`config.mk`:
```
export PLATFORM = sky130hd
export DESIGN_NAME = bpcc_ctrl
export DESIGN_NICKNAME = d
export VERILOG_FILES = /design/src/hw/rtl/bpcc_pkg.sv /design/src/hw/rtl/bpcc_ctrl.sv
export SDC_FILE = /design/constraint.sdc
export NUM_CORES = 1
export LEC_CHECK = 0
export BUFFER_PORTS_ARGS = -buffer_cell sky130_fd_sc_hd__buf_2
export CAP_MARGIN = 40
export CORE_MARGIN = 5
export CORE_UTILIZATION = 40
export CTS_CLUSTER_SIZE = 24
export DETAILED_ROUTE_END_ITERATION = 8
export GPL_ROUTABILITY_DRIVEN = 0
export PLACE_DENSITY = 0.8
export SLEW_MARGIN = 20
export SYNTH_ARGS = -nofsm -noshare
export SYNTH_HDL_FRONTEND = slang
export SYNTH_SLANG_ARGS = --single-unit
```
`constraint.sdc`:
```
create_clock -name aclk -period 4.1 [get_ports aclk]
set_input_delay 0.205 -clock aclk [delete_from_list [all_inputs] [get_ports aclk]]
set_output_delay 0.205 -clock aclk [all_outputs]
set_load 0.02 [all_outputs]
```
`src/hw/rtl/bpcc_pkg.sv`:
```
// ----------------------------------------------------------------------------
// bpcc_pkg
// Shared types, constants and codes of the port channel combiner.
// ----------------------------------------------------------------------------
package bpcc_pkg;

    localparam int MAX_ELEMS = 64;
    localparam int MAX_PORTS = 8;
    localparam int ACC_WIDTH = 48;

    localparam int ELEM_W    = 6;
    localparam int SLOT_W    = $clog2(MAX_ELEMS);
    localparam int PORT_W    = 3;
    localparam int PAIR_W    = 2 * PORT_W;
    localparam int CLUSTER_W = 10;
    localparam int VAL_W     = 16;
    localparam int SUM_W     = 48;
    localparam int DIM_W     = 7;
    localparam int PCNT_W    = 4;
    localparam int DIV_W     = 7;
    localparam int DIV_CNT_W = $clog2(DIV_W + 1);
    localparam int WGT_W     = 2 * VAL_W;
    localparam int ACC_DW    = 2 * ACC_WIDTH;
    localparam int APB_AW    = 5;
    localparam int APB_DW    = 32;

    // opcodes
    localparam logic [1:0] OP_TX_WEIGHT = 2'd0;
    localparam logic [1:0] OP_RX_WEIGHT = 2'd1;
    localparam logic [1:0] OP_COEF      = 2'd2;

    // register indexes
    localparam logic [2:0] REG_TX_ROWS    = 3'd0;
    localparam logic [2:0] REG_TX_COLUMNS = 3'd1;
    localparam logic [2:0] REG_TX_H_PORTS = 3'd2;
    localparam logic [2:0] REG_TX_V_PORTS = 3'd3;
    localparam logic [2:0] REG_RX_ROWS    = 3'd4;
    localparam logic [2:0] REG_RX_COLUMNS = 3'd5;
    localparam logic [2:0] REG_RX_H_PORTS = 3'd6;
    localparam logic [2:0] REG_RX_V_PORTS = 3'd7;

    localparam logic [DIM_W-1:0]  RST_ROWS    = 7'd2;
    localparam logic [DIM_W-1:0]  RST_COLUMNS = 7'd4;
    localparam logic [PCNT_W-1:0] RST_H_PORTS = 4'd1;
    localparam logic [PCNT_W-1:0] RST_V_PORTS = 4'd1;

    typedef struct packed {
        logic [1:0]              opcode;
        logic [ELEM_W-1:0]       rx_elem;
        logic [ELEM_W-1:0]       tx_elem;
        logic signed [VAL_W-1:0] value_re;
        logic signed [VAL_W-1:0] value_im;
        logic                    page_end;
    } in_item_t;

    typedef struct packed {
        logic [CLUSTER_W-1:0]    cluster;
        logic [PORT_W-1:0]       tx_port;
        logic [PORT_W-1:0]       rx_port;
        logic signed [SUM_W-1:0] sum_re;
        logic signed [SUM_W-1:0] sum_im;
        logic                    last;
    } out_item_t;

    typedef struct packed {
        logic [DIM_W-1:0]  rows;
        logic [DIM_W-1:0]  columns;
        logic [PCNT_W-1:0] h_ports;
        logic [PCNT_W-1:0] v_ports;
    } array_cfg_t;

    typedef struct packed {
        array_cfg_t tx;
        array_cfg_t rx;
    } cfg_t;

    // quotients and remainders gathered while mapping one element
    typedef struct packed {
        logic [DIV_W-1:0] he;
        logic [DIV_W-1:0] ve;
        logic [DIV_W-1:0] row;
        logic [DIV_W-1:0] col;
        logic [DIV_W-1:0] hpi;
        logic [DIV_W-1:0] cmod;
        logic [DIV_W-1:0] vpi;
        logic [DIV_W-1:0] rmod;
    } div_res_t;

    typedef struct packed {
        logic              ok;
        logic [PORT_W-1:0] port;
        logic [SLOT_W-1:0] slot;
    } map_t;

    typedef enum logic [2:0] {
        DIV_H_SIZE,
        DIV_V_SIZE,
        DIV_ELEM,
        DIV_COL,
        DIV_ROW
    } div_step_t;

    typedef enum logic [3:0] {
        ST_IDLE,
        ST_DIV_START,
        ST_DIV_WAIT,
        ST_EVAL,
        ST_READ,
        ST_MUL1,
        ST_SUM1,
        ST_MUL2,
        ST_SUM2,
        ST_ACC,
        ST_EMIT_RD,
        ST_EMIT_LOAD,
        ST_CLEAR
    } state_t;

    typedef struct packed {
        logic      item_load;
        logic      div_start;
        div_step_t div_step;
        logic      eval;
        logic      mul1;
        logic      sum1;
        logic      mul2;
        logic      sum2;
        logic      acc_write;
        logic      emit_init;
        logic      emit_sel;
        logic      emit_load;
        logic      clear;
    } dp_cmd_t;

    typedef struct packed {
        logic [1:0] in_op;
        logic       page_end;
        logic       div_done;
        logic       emit_empty;
        logic       pair_last;
        logic       out_free;
    } dp_sts_t;

endpackage

```
`src/hw/rtl/bpcc_ctrl.sv`:
```
// ----------------------------------------------------------------------------
// bpcc_ctrl
// Sequencer: accepts items, steps the mapping dividers, the multiply and
// accumulate stages and the emission of port-pair sums.
// ----------------------------------------------------------------------------
module bpcc_ctrl (
    input  logic                aclk,
    input  logic                aresetn,
    input  logic                s_valid,
    output logic                s_ready,
    output bpcc_pkg::dp_cmd_t   cmd,
    input  bpcc_pkg::dp_sts_t   sts
);
    import bpcc_pkg::*;

    state_t    state_reg, state_next;
    div_step_t step_reg, step_next;

    always_ff @(posedge aclk) begin
        if (!aresetn) begin
            state_reg <= ST_IDLE;
            step_reg  <= DIV_H_SIZE;
        end else begin
            state_reg <= state_next;
            step_reg  <= step_next;
        end
    end

    always_comb begin
        state_next = state_reg;
        step_next  = step_reg;
        case (state_reg)
            ST_IDLE: begin
                if (s_valid && sts.in_op == OP_COEF) begin
                    state_next = ST_DIV_START;
                    step_next  = DIV_H_SIZE;
                end
            end
            ST_DIV_START: state_next = ST_DIV_WAIT;
            ST_DIV_WAIT: begin
                if (sts.div_done) begin
                    if (step_reg == DIV_ROW) begin
                        state_next = ST_EVAL;
                    end else begin
                        step_next  = div_step_t'(step_reg + 3'd1);
                        state_next = ST_DIV_START;
                    end
                end
            end
            ST_EVAL: state_next = ST_READ;
            ST_READ: state_next = ST_MUL1;
            ST_MUL1: state_next = ST_SUM1;
            ST_SUM1: state_next = ST_MUL2;
            ST_MUL2: state_next = ST_SUM2;
            ST_SUM2: state_next = ST_ACC;
            ST_ACC: begin
                if (!sts.page_end) begin
                    state_next = ST_IDLE;
                end else if (sts.emit_empty) begin
                    state_next = ST_CLEAR;
                end else begin
                    state_next = ST_EMIT_RD;
                end
            end
            ST_EMIT_RD: state_next = ST_EMIT_LOAD;
            ST_EMIT_LOAD: begin
                if (sts.out_free) begin
                    state_next = sts.pair_last ? ST_CLEAR : ST_EMIT_RD;
                end
            end
            ST_CLEAR: state_next = ST_IDLE;
            default:  state_next = ST_IDLE;
        endcase
    end

    always_comb begin
        cmd          = '0;
        cmd.div_step = step_reg;
        s_ready      = 1'b0;
        case (state_reg)
            ST_IDLE: begin
                s_ready       = 1'b1;
                cmd.item_load = s_valid;
            end
            ST_DIV_START: cmd.div_start = 1'b1;
            ST_EVAL:      cmd.eval      = 1'b1;
            ST_MUL1:      cmd.mul1      = 1'b1;
            ST_SUM1:      cmd.sum1      = 1'b1;
            ST_MUL2:      cmd.mul2      = 1'b1;
            ST_SUM2:      cmd.sum2      = 1'b1;
            ST_ACC: begin
                cmd.acc_write = 1'b1;
                cmd.emit_init = 1'b1;
            end
            ST_EMIT_RD: cmd.emit_sel = 1'b1;
            ST_EMIT_LOAD: begin
                cmd.emit_sel  = 1'b1;
                cmd.emit_load = sts.out_free;
            end
            ST_CLEAR: cmd.clear = 1'b1;
            default: begin
            end
        endcase
    end

endmodule

```
==> Yosys cells after proc, flatten, opt, wreduce, memory -nomap -nowiden <==
Cells that the tools add are included.
{ "totals": {"reg_bits": 7, "latchBits": 0, "mem_bits_rw": 0, "mem_bits_ro": 0, "inputBits": 10, "output_inout_bits": 16, "elab_cells": 51, "n_memories": 0} }
{ "classes": {"add_sub_neg": 1, "mul": 0, "n_div": 0, "n_lt_le_gt_ge": 0, "n_eq_ne": 18, "shift": 0, "muxes": 24, "bitwise_logic": 0, "reduce_logical": 6} }
{ "op_table": {"columns": ["op", "n"], "rows": [
  ["$pmux W4 S12", 1],
  ["$eq A4 B4 Y1 const B", 5],
  ["$eq A4 B3 Y1 const B", 4],
  ["$mux W4", 4],
  ["$mux W3", 5],
  ["$mux W1", 11],
  ["$eq A4 B2 Y1 const B", 2],
  ["$ne A2 B2 Y1 const B", 4],
  ["$pmux W3 S2", 1],
  ["$eq A4 B1 Y1 const B", 1],
  ["$logic_not A4 Y1", 1],
  ["$mux W2", 2],
  ["$reduce_and A4 Y1", 1],
  ["$add A3 B1 Y3 const B", 1],
  ["$eq A3 B3 Y1 const B", 1],
  ["$reduce_and A3 Y1", 1],
  ["$eq A2 B2 Y1 const B", 1],
  ["$reduce_bool A2 Y1", 1],
  ["$reduce_or A2 Y1", 1],
  ["$logic_and A1 B1 Y1", 1]
]} }

==> Depth between registers and ports, before layout <==
Gate-level depths: netlist of run 1.
{ "depth": {"depth_word": 4, "mapped_depth": 6, "depth_no_buf": 6} }

==> Least setup slack after synthesis of run 1 <==
Ideal clock, no wire load.
{ "synth_path": {"path_type": "reg-to-output", "startpoint": "register state_reg[3]", "endpoint": "output port cmd[14] in the netlist's numbering", "arrival_time_ps": 1568, "t_required_ps": 3895, "slack_ps": 2327, "stages_incl_launch_ff": 6, "path_buffers": 2, "cell_sequence": "dfxtp_1 > buf_6 > or2_1 > buf_6 > nor3_1 > and2_1"} }
{ "synth_lines": {"columns": ["item", "line", "text"], "rows": [
  ["start, declared", "bpcc_ctrl.sv:16", "state_t state_reg, state_next;"],
  ["start signal, assigned", "bpcc_ctrl.sv:24", "state_reg <= state_next;"],
  ["end, declared", "bpcc_ctrl.sv:11", "output bpcc_pkg::dp_cmd_t cmd,"]
]} }

==> Worst setup path in the final report of run 1 <==
{ "layout_path": {"startpoint": "register state_reg[1]", "endpoint": "register state_reg[1]"} }
{ "layout_between": {"elab_chain_len": 3, "word_cells_on_any_way": 17, "cone_classes": "eq/ne: 14; mux: 1; reduce/logical: 2"} }
{ "layout_rtl": {"columns": ["item", "line", "text"], "rows": [
  ["$eq A4 B2 Y1 (tied with other cells)", "bpcc_ctrl.sv:32", "case (state_reg)"],
  ["$ne A2 B2 Y1 (no line)", null, null],
  ["$reduce_and A3 Y1 (no line)", null, null]
]} }
Several ways; a longest one is shown, not always the timed one.
A chain may end at the register's enable or synchronous reset.

==> summary.txt, run 1 <==
Run status
  • Run status: complete, no violations

Synthesis
  • Most common cell in the synthesized netlist: nand2_1
  • Top-area cell type share of the netlist area: 0.240
  • Synth Area in Adders: 0.0428
  • Yosys cell types: 34
  • Area of the mapped netlist: ~580 um^2
  • Synth Area in Compound Gates: 0.255
  • FF+latch count, synth: 7
  • Synth cell count leaders: nand2_1, dfxtp_1, nor2_1, inv_1, nor3_1
  • Post-synth EDFFs: 0
  • Synth async-reset ratio: 0
  • Multiplexer share of the synthesized area: 0
  • Post-Synth Simple-Gate Area: 0.366
  • Most area-consuming cells after synthesis: dfxtp_1, nand2_1, and4bb_2, ha_1, nor3_1
  • Ys Warns: 0
  • Syn_nets: 90
  • Largest family of logic cells by synthesized area: simple AND/OR/NAND/NOR gates
  • Synthesized area per cell: 7.49 um^2
  • Yosys top cell by area: dfxtp_1
  • Seq/Total Area, Yosys: 0.240
  • Synthesized instance count: 78
  • Top_reg_cell synth: dfxtp_1
  • Post-Synth XOR/XNOR Area: 0

STA
  • # setup viols final: 0
  • Max Freq: between 0.5 and 0.6 GHz
  • Max Transition Viols Final: 0
  • RSZ-0062 raised after global routing: no
  • Fin crit share: 0.440
  • TNS Setup: 0 ns
  • Final Skew: approximately 0.0082 ns
  • Slew HR: 0.634
  • Endpoints failing hold: 0
  • Pin slew with the least headroom to its limit: between 0.5 and 0.6 ns
  • Post-layout minimum cycle time: 1.80 ns

Route
  • Pre-antenna DRT Iters: 4
  • DRC viols: 0
  • Antenna viol nets, final: 0
  • Final wirelength: 1.50 mm
  • Vias per cell: 5.59
  • WL/cell: ~13 um
  • Via count: between 600 and 700
  • DRT iter0 DRCs: 9

Worst hold path
  • HP Class: in -> reg
  • Hold EP: state_reg[2]
  • WHS Path Cells: 3
  • Hold Startpoint: sts[4]

Finish
  • Area growth, synth to finish: 22.7%
  • Register Area: approximately 140 um^2
  • Area occupied by multi-input gates: around 390 um^2
  • Final net count: roughly 120
  • Share of layout cells above drive strength 1: 0.304
  • Fill count: 134
  • Max FFs per register: 4
  • Antenna cells: 0
  • Post-layout util: 0.538

Clock tree
  • Clock sinks: 7
  • CTS resizes: 0
  • H-tree depth: 1
  • Hold Buf Count CTS: 0
  • Worst-skew pair later-pin latency: about 0.25 ns
  • Cts bufs inserted: 3
  • Root Driver: clkbuf_4
  • CTS tree: built
  • Longest Clk Path Bufs: 2
  • Worst-path clk slew: approximately 0.060 ns
  • Post-CTS setup buffer count: 0

Critical path
  • Reg2reg end: state_reg[1]
  • Crit-path cells: and4bb_2 > a2111oi_0 > or3_1 > o21ai_1
  • Slowest-stage cell, CP: dfxtp_1
  • Data arrival, critical path: around 2 ns
  • Reg2reg start: state_reg[1]
  • Cells on worst reg2reg path: 4
  • Worst Path Required: 4.24 ns
  • Crit-path max FO: 16
  • Crit path max-delay family: flip-flops
  • Critical Path Max Stage Delay: a little over 0.6 ns
  • Crit path capture type: flip-flop
  • CP bufs+invs: 0
  • Reg2reg setup slack: 2.30 ns
  • CP Class: reg -> reg
  • Type of origin of the critical path: flip-flop

Placed design
  • PortBufs: 25
  • DP HPWL: 1.14 mm

Die
  • Row count: 13
  • Initial core utilization: 0.438
  • Placeable Area: about 1300 um^2
  • # IOs: 26
  • Die height: ~48 um
  • Die area: 2330 um^2
  • DIE WIDTH: between 40 and 50 um

Pwr
  • Switching portion of total power: 0.268
  • Leak pwr: 0.355 nW
  • Combinational share of power: 0.148
  • Switching power: roughly 0.000043 W
  • Maximum vdd drop: 0.212 mV
  • Seq pwr share: 0.455
  • Clk pwr share: 0.398
  • Pwr dens: 223 nW/um^2
  • Internal: between 0.0001 and 0.00015 W

Run
  • Max-cap violations: 0

GRT
  • GRT Total Usage: 0.130
  • Grt total ovfl: 0
  • First-pass GRT wire length: 2.06 mm
  • Initial antenna violation count: 0
  • Maximum number of pins on one net before global-route repair: 17
  • Vias in the first global route: 514
## worst max path at each step
stage	cells past startpoint	startpoint	end	slack (ns)
final	4	state_reg[1]	state_reg[1]	2.30
after floorplan	5	state_reg[3]	cmd[14]	2.33
after CTS	4	state_reg[1]	state_reg[1]	2.34
after detailed placement	4	state_reg[1]	state_reg[1]	2.36
after global placement	4	state_reg[1]	state_reg[1]	2.45
after global routing	4	state_reg[1]	state_reg[1]	2.25
## power by group through the flow
stage,logic (W),registers (W),clock network [W]
floorplan,0.0000154,0.0000717,0
global placement,0.0000233,0.0000739,0
detailed placement,0.0000236,0.0000740,0
CTS,0.0000236,0.0000725,0.0000660
global route,0.0000259,0.0000727,0.0000741
finish,0.0000237,0.0000727,0.0000636
## tightest hold or removal path: stages
cell	delay, ns
buf_2	0.11
nand3_1	0.06
a21oi_1	0.06
## per-layer routing
metal / up-vias / GRT usage / share of wire
met5: - / 0 / 0
met2: 25 / 0.221 / 0.44
li1: 337 / - / -
met3: 2 / 0.0554 / 0.11
met1: 290 / 0.134 / 0.44
met4: 0 / 0.0645 / 0.013
## logic make-up after synthesis
logic type,count (synthesis)
flops,7
compound gates,20
buf+inv,10
simple gates,39
fa+ha+maj,2
## cells in the final DEF (no fill, tap or decap), drive strengths merged, types with 2 or more instances in the layout
cell and count:
clkbuf 4, dfxtp 7, nand2b 2, o21ai 4
a21oi 3, nor2b 3, and4bb 2, nor2 6
o311ai 2, inv 5, and2 2, a31oi 2
ha 2, and3 2, nand2 9, nor3 5
nand3 3, buf 25
## final cells by class
type | instances | area share
tap | 15 | 0.0262
multi-input combinational | 61 | 0.541
clock buffer | 4 | 0.0366
inverter | 5 | 0.0262
sequential | 7 | 0.195
timing repair buffer | 25 | 0.175
## metrics by stage
step | area (um^2) | hold WS, ns | power [W] | setup WS, ns | std cells
global route | 717 | 0.243 | 0.000173 | 2.25 | 117
global placement | 691 | 0.486 | 0.0000971 | 2.45 | 113
finish | 717 | 0.224 | 0.000160 | 2.30 | 117
detailed placement | 691 | 0.496 | 0.0000975 | 2.36 | 113
CTS | 717 | 0.225 | 0.000162 | 2.34 | 117
floorplan | 584 | 0.321 | 0.0000871 | 2.33 | 78
Note: power is estimated with default switching activity, not from simulation.
==> run 2: changes to the inputs <==
ABC_AREA = 1   (was default)
PLACE_DENSITY = 0.79   (was 0.8)
clock period = 1.74 ns   (was 4.1 ns; I/O delays follow)
==> run 2 against run 1 <==
Final area is 5.1% higher. Combinational power rose to 17 times the previous value. Critical path depth up 1. Non-clock buffer count stayed put. Sequential power increased to 3.2 times the previous value. Routed wire length shrank 2.6%. Worst setup slack got worse by 2.0 ns. Utilization grew 2.0 points. Total power grew to 4.9 times the previous value. Sequential cell count did not move. Clock power increased by 120%. Largest power group is now combinational logic.
==> summary.txt, run 2 <==
Worst hold path
  • Hold EP: step_reg[0]
  • WHS Path Cells: 3 (unchanged)
  • HP Class: in -> reg
  • Hold Startpoint: aresetn

Critical path
  • Cell mode on critical path: nand2_1
  • Type of origin of the critical path: flip-flop
  • CP Class: reg -> out
  • Worst Path Required: 1.65 ns (-2.59 ns)
  • Crit path max-delay family: flip-flops
  • Crit path capture type: output pin
  • Crit-path max FO: 7 (-9)
  • Slowest-stage cell, CP: dfxtp_1
  • Cells on worst reg2reg path: 9 (+5)
  • Reg2reg end: step_reg[0]
  • Data arrival, critical path: 1.34 ns (-0.61 ns)
  • CP bufs+invs: 2 (+2)
  • Reg2reg setup slack: 0.37 ns (-1.93 ns)
  • Reg2reg start: step_reg[1]
  • Crit-path cells: nand2_1 > inv_2 > nand2_1 > nor2_1 > buf_2
  • Critical Path Max Stage Delay: 0.46 ns (-0.15 ns)

Route
  • DRT iter0 DRCs: 7 (-2)
  • Antenna viol nets, final: 0 (unchanged)
  • DR top layer: met4
  • Via count: 692 (+5.8%)
  • DR WL met2: 722 um (+8.6%)
  • Pre-antenna DRT Iters: 6 (+2)
  • Met3 WL: 99 um (-38%)
  • DRC viols: 0 (unchanged)
  • Vias per cell: 4.84 (-13%)
  • Met1 WL: 627 um (-4.1%)
  • WL/cell: 10.2 um (-20%)
  • Final wirelength: 1.46 mm (-2.6%)

Clock tree
  • H-tree depth: 1 (unchanged)
  • Hold Buf Count CTS: 0 (unchanged)
  • Clock sinks: 7 (unchanged)
  • Post-CTS setup buffer count: 0 (unchanged)
  • Worst-skew pair later-pin latency: 0.24 ns (about the same)
  • Worst-path clk slew: 0.05 ns (about the same)
  • CTS resizes: 0 (unchanged)
  • Cts bufs inserted: 3 (unchanged)
  • Root Driver: clkbuf_4
  • CTS tree: built
  • Longest Clk Path Bufs: 2 (unchanged)

Synthesis
  • Yosys top cell by area: dfxtp_1
  • Post-synth EDFFs: 0 (unchanged)
  • Syn_nets: 112 (+24%)
  • Yosys cell types: 19 (-44%)
  • Synth async-reset ratio: 0 (unchanged)
  • Most area-consuming cells after synthesis: dfxtp_1, nand2_1, nor2_1, inv_1, nand3_1
  • Top-area cell type share of the netlist area: 0.237 (-0.00254)
  • Top_reg_cell synth: dfxtp_1
  • Synthesized instance count: 100 (+28%)
  • Synth cell count leaders: nand2_1, nor2_1, inv_1, nand3_1, dfxtp_1
  • Most common cell in the synthesized netlist: nand2_1
  • Ys Warns: 0 (unchanged)
  • Area of the mapped netlist: 591 um^2 (+1.1%)
  • Seq/Total Area, Yosys: 0.237 (-0.00254)
  • Synthesized area per cell: 5.91 um^2 (-21%)
  • FF+latch count, synth: 7 (unchanged)

Die
  • # IOs: 26 (unchanged)
  • Initial core utilization: 0.437 (-0.000644)
  • Die height: 48.4 um (+0.43%)
  • Die area: 2340 um^2 (+0.85%)
  • DIE WIDTH: 48.4 um (+0.43%)
  • Row count: 13 (unchanged)
  • Placeable Area: 1350 um^2 (+1.2%)

Finish
  • Area growth, synth to finish: 27.5%
  • Final Cell Area: 753 um^2 (+5.1%)
  • Final net count: 141 (+23%)
  • Antenna cells: 0 (unchanged)
  • Share of layout cells above drive strength 1: 0.344 (+0.0398)
  • Commonest non-fill, non-tap cell in the layout: buf_2
  • Most frequent cells in the layout: buf_2, nand2_1, nor2_1
  • Max FFs per register: 4 (unchanged)

STA
  • Endpoints failing hold: 0 (unchanged)
  • Max Freq: roughly 0.7 GHz
  • Fin crit share: 0.820
  • Max Transition Viols Final: 0 (unchanged)
  • TNS Setup: 0 ns (unchanged)
  • # setup viols final: 0 (unchanged)
  • Final Skew: 0.00545 ns (-0.00270 ns)
  • RSZ-0062 raised after global routing: no
  • Slew HR: 0.824 (+0.190)
  • Post-layout minimum cycle time: around 1.4 ns
  • Pin slew with the least headroom to its limit: 0.264 ns (-0.271 ns)

Run status
  • Run status: complete, no violations

Pwr
  • Pwr dens: 1030 nW/um^2 (+360%)
  • Switching portion of total power: 0.472 (+0.203)
  • Switching power: 0.000367 W (+760%)
  • Leak pwr: 0.421 nW (+19%)
  • Seq pwr share: 0.300 (-0.155)
  • Internal: 0.000412 W (+250%)
  • Maximum vdd drop: 0.574 mV (+170%)
  • Clk pwr share: 0.177 (-0.221)
  • Combinational share of power: 0.523 (+0.375)

GRT
  • GRT Total Usage: 0.132 (+0.00249)
  • Maximum number of pins on one net before global-route repair: 8 (-9)
  • First-pass GRT wire length: 2.66 mm (+30%)
  • Grt total ovfl: 0 (unchanged)
  • Vias in the first global route: 655 (+27%)
  • Initial antenna violation count: 0 (unchanged)

Run
  • Max-cap violations: 0 (unchanged)

Placed design
  • PortBufs: 25 (unchanged)
  • DP HPWL: 1.25 mm (+10%)
  • DP Area: 727 um^2 (+5.3%)
[run 2: cell count changes in the layout (fill, tap and decap cells not counted), moves of 3 or more]
| cell | delta |
|---|---|
| inv_1 | +9 |
| inv_2 | +5 |
| nand2_1 | +12 |
| nand3_1 | +6 |
| nor2_1 | +11 |
| nor2_2 | +5 |
| nor2_4 | +3 |
| nor2b_1 | -3 |
| nor3_1 | -4 |
[run 2: logic make-up (layout without fill, tap and decap cells)]
kind of cell | count (synthesis) | in the layout | synth area share
buffers and inverters | 20 | 48 | 0.133
AND/OR/NAND/NOR | 60 | 60 | 0.481
XOR/XNOR | 1 | 1 | 0.0148
flip-flops | 7 | 7 | 0.237
adder cells (fa/ha/maj) | 2 | 2 | 0.0424
AO/OA/AOI/OAI | 10 | 10 | 0.0911
[run 2: worst max-delay path by stage]
stage	from	end	cells after the start
detailed placement	step_reg[1]	step_reg[0]	10
finish	state_reg[0]	cmd[1]	5
CTS	state_reg[3]	cmd[1]	5
global placement	state_reg[1]	state_reg[0]	9
floorplan	step_reg[0]	step_reg[1]	10
global route	state_reg[0]	cmd[1]	5
[run 2: power by group through the flow]
| stage | clock network [W] | logic [W] | registers (W) |
|---|---|---|---|
| floorplan | 0 | 0.000285 | 0.000248 |
| global placement | 0 | 0.000396 | 0.000234 |
| detailed placement | 0 | 0.000410 | 0.000236 |
| CTS | 0.000143 | 0.000412 | 0.000232 |
| global route | 0.000154 | 0.000465 | 0.000239 |
| finish | 0.000138 | 0.000407 | 0.000234 |
[run 2: metrics by stage]
stage / setup slack [ns] / power [W] / utilization / instances / hold WS [ns]
2_1_floorplan: 0.330 / 0.000532 / - / 100 / 0.223
3_3_place_gp: 0.428 / 0.000630 / 0.538 / 139 / 0.347
3_5_place_dp: 0.389 / 0.000645 / 0.538 / 139 / 0.366
4_1_cts: 0.314 / 0.000787 / 0.558 / 143 / 0.113
5_1_grt: 0.185 / 0.000858 / 0.558 / 143 / 0.107
6_report: 0.313 / 0.000779 / 0.558 / 143 / 0.116
[run 2: worst register-to-register path, delay by kind of cell (launching register included)]
kind | cells | cell delay, ns
flip-flops | 1 | 0.38
adder cells (fa/ha/maj) | 1 | 0.17
AND/OR/NAND/NOR | 5 | 0.49
buffers and inverters | 2 | 0.11
AO/OA/AOI/OAI | 1 | 0.14
[run 2: layout make-up]
| cell class | count | area (um^2) |
|---|---|---|
| clock buffers | 4 | 26.3 |
| well taps | 15 | 18.8 |
| flip-flops and latches | 7 | 140 |
| fillers | 146 | 597 |
| inverters | 19 | 71.3 |
| repair buffers | 25 | 125 |
| multi-input cells | 73 | 372 |
[run 2: routing by layer]
metal,vias to the layer above,track usage
met5,-,0
met4,0,0.0415
met3,2,0.0306
met2,25,0.217
met1,302,0.167
li1,363,-
